`config.mk`:
```
export PLATFORM = sky130hd
export DESIGN_NAME = sswi_fifo
export DESIGN_NICKNAME = d
export VERILOG_FILES = /design/src/rtl/core/sswi_pkg.sv /design/src/rtl/core/sswi_fifo.sv
export SDC_FILE = /design/constraint.sdc
export NUM_CORES = 1
export LEC_CHECK = 0
export BUFFER_PORTS_ARGS = -buffer_cell sky130_fd_sc_hd__clkbuf_2
export CORE_UTILIZATION = 56
export DETAILED_ROUTE_END_ITERATION = 10
export PLACE_DENSITY = 0.88
export REMOVE_ABC_BUFFERS = 1
export SLEW_MARGIN = 20
export SYNTH_ARGS = -nofsm -noshare
export SYNTH_HDL_FRONTEND = slang
export SYNTH_SLANG_ARGS = --single-unit
```
`constraint.sdc`:
```
create_clock -name clk -period 9.95 [get_ports clk]
set_input_delay 1.99 -clock clk [delete_from_list [all_inputs] [get_ports clk]]
set_output_delay 1.99 -clock clk [all_outputs]
set_load 0.05 [all_outputs]
```
`src/rtl/core/sswi_pkg.sv`:
```
// Shared types and constants for the sliding sample window interpolator.
// Used by every module under rtl/core except sswi_ram; depends on nothing else.
`timescale 1ns / 1ps

package sswi_pkg;

    localparam int WINDOW_DEPTH_DEF = 256;

    localparam int SPACING_W = 31;
    localparam int LENGTH_W  = 9;
    localparam int DATA_W    = 32;
    localparam int CFG_IDX_W = 1;
    localparam int DIV_W     = 64;
    localparam int QUOT_W    = 33;
    localparam int DCNT_W    = 7;

    localparam logic [CFG_IDX_W-1:0] REG_SPACING = 1'b0;
    localparam logic [CFG_IDX_W-1:0] REG_LENGTH  = 1'b1;

    localparam logic KIND_ADD   = 1'b0;
    localparam logic KIND_QUERY = 1'b1;

    localparam logic [SPACING_W-1:0] SPACING_RST = 31'd65536;
    localparam logic [LENGTH_W-1:0]  LENGTH_RST  = 9'd256;

    typedef struct packed {
        logic                     kind;
        logic signed [DATA_W-1:0] time_req;
        logic signed [DATA_W-1:0] sample_value;
    } item_t;

endpackage

```
`src/rtl/core/sswi_fifo.sv`:
```
// Two-entry queue between the accepting front and the executing back end.
// Depends on sswi_pkg for the item type.
`timescale 1ns / 1ps

module sswi_fifo (
    input  logic           clk,
    input  logic           rst_n,
    input  logic           push,
    input  sswi_pkg::item_t push_item,
    output logic           full,
    input  logic           pop,
    output logic           empty,
    output sswi_pkg::item_t head
);
    import sswi_pkg::*;

    item_t      entry_reg [2];
    logic       wr_ptr_reg, wr_ptr_next;
    logic       rd_ptr_reg, rd_ptr_next;
    logic [1:0] count_reg, count_next;

    assign full  = (count_reg == 2'd2);
    assign empty = (count_reg == 2'd0);
    assign head  = entry_reg[rd_ptr_reg];

    always_comb
    begin
        wr_ptr_next = wr_ptr_reg;
        rd_ptr_next = rd_ptr_reg;
        count_next  = count_reg;
        if (push)
        begin
            wr_ptr_next = ~wr_ptr_reg;
        end
        if (pop)
        begin
            rd_ptr_next = ~rd_ptr_reg;
        end
        if (push && !pop)
        begin
            count_next = count_reg + 2'd1;
        end
        else if (pop && !push)
        begin
            count_next = count_reg - 2'd1;
        end
    end

    always_ff @(posedge clk or negedge rst_n)
    begin
        if (!rst_n)
        begin
            wr_ptr_reg <= 1'b0;
            rd_ptr_reg <= 1'b0;
            count_reg  <= 2'd0;
        end
        else
        begin
            wr_ptr_reg <= wr_ptr_next;
            rd_ptr_reg <= rd_ptr_next;
            count_reg  <= count_next;
        end
    end

    always_ff @(posedge clk)
    begin
        if (push)
        begin
            entry_reg[wr_ptr_reg] <= push_item;
        end
    end

endmodule

```
==> results of run 1 <==
layer usage:
metal	routed length (um)	GRT usage [%]
met5	0	0
met2	4200	29.36
met3	424	6.647
met4	25	4.478
met1	3263	20.34
cell usage after synthesis:
library cell | n | area, um^2
mux2_2 | 25 | 281.5
dfrtp_1 | 4 | 100.1
xor2_1 | 4 | 35.03
inv_1 | 1 | 3.750
nor2b_1 | 2 | 12.51
ha_1 | 1 | 12.51
xnor2_1 | 1 | 8.760
buf_6 | 5 | 56.30
mux2_4 | 40 | 600.6
nor2_1 | 2 | 7.510
and2_1 | 1 | 6.260
edfxtp_1 | 130 | 3904
buf_2 | 2 | 10.01
worst max-delay path by stage:
stage / endpoint / from / slack, ns / cells past startpoint
after global placement: entry_reg[0][42] / push / 6.12 / 3
after global routing: head[63] / rd_ptr_reg / 5.52 / 2
after CTS: head[56] / rd_ptr_reg / 5.59 / 2
after detailed placement: entry_reg[0][26] / push / 6.07 / 3
after floorplan: entry_reg[0][0] / push / 4.61 / 1
final: head[63] / rd_ptr_reg / 5.63 / 2
logic make-up (layout without fill, tap and decap cells):
group,Yosys count,after routing,share of synthesized area (%)
XOR/XNOR,5,5,0.8691
flip-flops,134,134,79.46
adder cells (fa/ha/maj),1,1,0.2483
AND/OR/NAND/NOR,5,5,0.5216
multiplexers,65,65,17.51
buffers and inverters,8,169,1.390
cell type report:
cell class                      instances  area (um^2)
Clock buffer                           19        421.7
Clock inverter                         13        122.6
Fill cell                             534         2372
Inverter                                1        3.754
Multi-Input combinational cell         76        974.7
Sequential cell                       134         4008
Tap cell                              108        135.1
Timing Repair Buffer                  136        683.2
metrics by stage:
stage / hold WS (ns) / cell area, um^2 / power, uW / setup slack [ns] / util [%]
global route: 0.5179 / 6349 / 2298 / 5.521 / 72.80
finish: 0.4963 / 6349 / 2221 / 5.633 / 72.80
detailed placement: 0.4874 / 5804 / 1678 / 6.069 / 66.56
floorplan: 0.4555 / 4972 / 1525 / 4.607 / -
global placement: 0.4717 / 5804 / 1664 / 6.125 / 66.56
CTS: 0.5005 / 6349 / 2242 / 5.588 / 72.80
where the power goes:
part / switching [uW] / internal [uW] / leakage (uW) / total, uW
sequential: 94.5 / 751 / 0.00127 / 846
clock: 228 / 334 / 0.000256 / 562
combinational: 552 / 261 / 0.00104 / 812
==> reports/results.tsv, run 1 <==
metric	value	unit
end_kind	primary output	
grt_overflow_total	0	
tns	0	ns
synth-seq-cells	134	
grt_pass1_vias	2534	
area_delta_synth_final	26.00	%
reg2reg_to	entry_reg[0][23]	
clk_path_buf_depth	2	
power.density	349.8	nW/um^2
cts_tree	yes	
viasPerCell	5.008	
post_cts_buffers	0	
reg2reg_slack	7.85	ns
reg2reg_from	wr_ptr_reg	
worst-slew-pin-transition	1.084	ns
cp_num_buf_inv	1	
synth.avg_cell_area	23.11	um^2
die_h	96.86	um
min_path_type	register to register	
holdPathEnd	count_reg[1]	
cts_num_sinks	134	
insertion_delay	0.48	ns
wirelength	7.915	mm
gp_congestion	0.6824	
holdPathStages	1	
detail-route-antenna-nets	0	
die_w	96.86	um
fmax	231.7	MHz
grt_pass1_wl	12.12	mm
final_nets	436	
leakage	0.002566	uW
cp-start-kind	register	
syn_area	5039	um^2
vdd_drop_max	0.0003614	V
num_rows	34	
cpMaxStageDelayCell	dfrtp_4	
start_util	57.78	%
critical-path-top-delay-family	flip-flops	
dp_hpwl	4.914	mm
slew_violations	0	
synth_warnings	0	
dpl.cell_count	455	
crit_chain	mux2_2 > clkbuf_2	
via_count	2439	
numCtsBuffers	17	
clk_pin_slew	0.06	ns
ys_seq_area_share	79.46	%
largest_reg_flops	130	
syn_inst	218	
holdCritStartpoint	count_reg[1]	
max_stage_delay	1.15	ns
status	completed	
slew_headroom	27.71	%
cap_violations	0	
layout_common_cells	135 x clkbuf_2, 130 x edfxtp_1, 40 x mux2_4, 25 x mux2_2, 16 x clkbuf_16	
fin_skew	0.007091	ns
cts_resized	0	
final_layout_size_suffix_gt1_share	61.74	%
period_needed	4.317	ns
clock-root-buffer	clkbuf_8	
io-pin-count	136	
grt_max_degree	67	
rr_worst_depth	2	
cp.arrival	2.33	ns
critPathMaxFanout	66	
htreeDepth	4	
dr.pass1.iters	4	
critPathRequiredTime	7.96	ns
rsz0062_at_grt	no	
finalSetupViolations	0	
postCtsHoldBufs	0	
fin_crit_sh	43.38	%
drc_errors	0	
stdcell_count	487	
antenna_cells	0	
drt-wirelength-per-cell	16.25	um
drt_iter0_drc	88	
path_class	register to primary output	
core_area	8721	um^2
mostFrequentLayoutCell	clkbuf_2	
antenna_found_initial	0	
ys_types	13	
grt_use_total	17.16	%
die_area	9381	um^2
hold_viol	0	
portBuffers	135	
No activity file was read; power rests on OpenSTA's default activity.
==> inputs of run 2 (changes only) <==
--- a/config.mk
+++ b/config.mk
@@ -5,10 +5,11 @@
 export SDC_FILE = /design/constraint.sdc
 export NUM_CORES = 1
 export LEC_CHECK = 0
+export ABC_AREA = 1
 export BUFFER_PORTS_ARGS = -buffer_cell sky130_fd_sc_hd__clkbuf_2
-export CORE_UTILIZATION = 56
+export CORE_UTILIZATION = 47
 export DETAILED_ROUTE_END_ITERATION = 10
-export PLACE_DENSITY = 0.88
+export PLACE_DENSITY = 0.79
 export REMOVE_ABC_BUFFERS = 1
 export SLEW_MARGIN = 20
 export SYNTH_ARGS = -nofsm -noshare
==> constraint.sdc (replaced) <==
create_clock -name clk -period 3.7 [get_ports clk]
set_input_delay 0.74 -clock clk [delete_from_list [all_inputs] [get_ports clk]]
set_output_delay 0.74 -clock clk [all_outputs]
set_load 0.05 [all_outputs]
==> run 2 against run 1 <==
- clock power grew to 3.0 times the previous value
- hold slack got worse by 0.45 ns
- via count increased by 3.0%
- clock-buffer cell count up 4
- critical path depth increased by 1
- wire length grew 3.5%
- sequential share of layout area is 1.6 points lower
- critical path type unchanged
- critical endpoint is now head[3]
- largest power group is now combinational cells
- highest routed layer unchanged
==> reports/results.tsv, run 2 <==
metric	value	unit	change
hold_viol	0		unchanged
num_rows	37		+8.8%
final_nets	448		+2.8%
clk_pin_slew	0.06	ns	about the same
clk_path_buf_depth	2		unchanged
synth.avg_cell_area	22.28	um^2	-3.6%
cap_violations	0		unchanged
slew_headroom	53.86	%	+26 points
antenna_found_initial	0		unchanged
cp.arrival	2.22	ns	-0.11 ns
grt_use_total	15.39	%	-1.8 points
gp_congestion	0.6871		+0.69%
synth_top_family_by_area	multiplexers		
critPathLaunch	rd_ptr_reg		
area_delta_synth_final	28.86	%	
postCtsHoldBufs	0		unchanged
detail-route-antenna-nets	0		unchanged
synth-async-reset-ratio	2.985	%	unchanged
synth-xor-area-share	0.5194	%	-0.35 points
synth-seq-cells	134		unchanged
dr.pass1.iters	4		unchanged
synth_edf_count	130		unchanged
synthTopCellsByCount	130 x edfxtp_1, 40 x mux2_4, 25 x mux2_2		
yosys_most_used_dff	edfxtp_1		
min_path_type	primary input to asynchronous set/reset pin		
reg2reg_from	wr_ptr_reg		
yosysMostFrequentCell	edfxtp_1		
switchingPower	2322	uW	+170%
fin_util	62.86	%	-9.9 points
drt-wirelength-per-cell	15.55	um	-4.3%
p_comb_share	37.4	%	+0.8 points
slew_violations	0		unchanged
fmax	337.7	MHz	
ys_seq_area_share	79.15	%	-0.31 points
power	6201	uW	+180%
p_int	3879	uW	+190%
cts_resized	0		unchanged
end_kind	primary output		
finalSetupViolations	0		unchanged
top_usage_layer	met2		
yosys.area.top_type	edfxtp_1		
core_area	10370	um^2	+19%
dp_hpwl	5.454	mm	+11%
ys_types	14		+1
drt_iter0_drc	62		-30%
die_w	105.7	um	+9.2%
rsz0062_at_grt	no		
power.density	951.3	nW/um^2	+170%
grt_pass1_vias	2546		+0.47%
die_area	11180	um^2	+19%
holdWs	0.04245	ns	-0.4538 ns
io-pin-count	136		unchanged
design_area	6519	um^2	+2.7%
status	completed		
met1_usage	17.04	%	-3.3 points
wirelength	8.195	mm	+3.5%
viasPerCell	4.767		-4.8%
largest_reg_flops	130		unchanged
antenna_cells	0		unchanged
layout_common_cells	135 x clkbuf_2, 130 x edfxtp_1, 40 x mux2_4, 25 x mux2_2, 16 x clkbuf_16		
critPathRequiredTime	2.96	ns	-5.00 ns
dpl_cell_area	5904	um^2	+1.7%
synth-compound-area-share	0	%	unchanged
yosys-mux-area-fraction	17.44	%	-0.069 points
drc_errors	0		unchanged
syn_area	5059	um^2	+0.40%
cp-start-kind	register		
rr_worst_depth	3		+1
clkPwrFrac	27.6	%	+2.3 points
met2_usage	26.75	%	-2.6 points
cts_num_sinks	134		unchanged
grt_pass1_wl	12.47	mm	+2.8%
post_cts_buffers	0		unchanged
final_layout_size_suffix_gt1_share	60.36	%	-1.4 points
worst-slew-pin-transition	0.6910	ns	-0.3934 ns
synth_top_area_share	77.17	%	-0.31 points
sw_frac_of_total	37.44	%	-1.9 points
portBuffers	135		unchanged
use_met3	5.442	%	-1.2 points
insertion_delay	0.50	ns	+0.02 ns
seqPwrFrac	35.1	%	-3.0 points
synthSimpleGateAreaFrac	0.8162	%	+0.29 points
htreeDepth	4		unchanged
syn_inst	227		+4.1%
yosys-top-cells-area	edfxtp_1 77%, mux2_4 12%, mux2_2 5.6%, dfrtp_1 2.0%, buf_6 1.1%		
fin_crit_sh	80.04	%	
leakage	0.002661	uW	+3.7%
synth_warnings	0		unchanged
fin_skew	0.004819	ns	-0.002273 ns
vdd_drop_max	0.0006504	V	+80%
grt_max_degree	39		-42%
start_util	48.78	%	-9.0 points
critPathMaxFanout	38		-42%
path_class	register to primary output		
period_needed	2.962	ns	
mostFrequentLayoutCell	clkbuf_2		
grt_overflow_total	0		unchanged
cts_tree	yes		
clock-root-buffer	clkbuf_8		
die_h	105.7	um	+9.2%
via_count	2512		+3.0%
numCtsBuffers	17		unchanged
synth_fa_ha_area_share	0.2473	%	-0.00098 points
[run 2: cell count changes after synthesis]
cell,previous run,this run
and2_1,1,0
nand3_1,0,1
nor2b_1,2,0
nand2_1,0,5
xor2_1,4,2
inv_1,1,7
nand4_1,0,1
nor2_1,2,3
[run 2: layout make-up]
type | instances | area (um^2)
well taps | 136 | 170.2
inverters | 7 | 26.28
repair buffers | 139 | 730.7
flip-flops and latches | 134 | 4008
fillers | 765 | 3851
clock buffers | 23 | 466.7
multi-input cells | 79 | 969.7
clock inverters | 9 | 147.6
[run 2: power groups by stage]
stage               registers [uW]  logic (uW)  clock network, uW
floorplan                     2250        1850                  0
global placement              2190        2320                  0
detailed placement            2210        2340                  0
CTS                           2180        2350               1740
global route                  2210        2410               1800
finish                        2180        2320               1710
[run 2: stage by stage]
| stage | std cells | TNS, ns | setup WS [ns] |
|---|---|---|---|
| CTS | 527 | 0 | 0.7007 |
| finish | 527 | 0 | 0.7384 |
| global route | 527 | 0 | 0.6403 |
| floorplan | 220 | -19.22 | -0.2957 |
| global placement | 495 | 0 | 1.273 |
| detailed placement | 495 | 0 | 1.250 |
[run 2: kinds of logic after synthesis]
| group | Yosys count |
|---|---|
| flops | 134 |
| mux | 65 |
| buf+inv | 14 |
| simple gates | 10 |
| xor+xnor | 3 |
| fa+ha+maj | 1 |
[run 2: metal layers]
metal | routed length [um] | vias to the layer above
met2 | 4367 | 91
met4 | 97 | 0
met1 | 3254 | 1226
met5 | 0 | -
li1 | - | 1187
met3 | 474 | 8
[run 2: path summary, 6_finish.rpt]
check / end / slack, ns
min reg2reg: count_reg[1] / 0.51
min: count_reg[1] / 0.04
min in group clk: entry_reg[0][49] / 0.43
max: head[3] / 0.74
max in group asynchronous: rd_ptr_reg / 3.51
max reg2reg: entry_reg[1][14] / 2.03
[run 2: worst max-delay path: stages, from the launching register on]
cell      delay, ns
dfrtp_4        0.73
buf_12         0.32
mux2_2         0.38
clkbuf_2       0.24
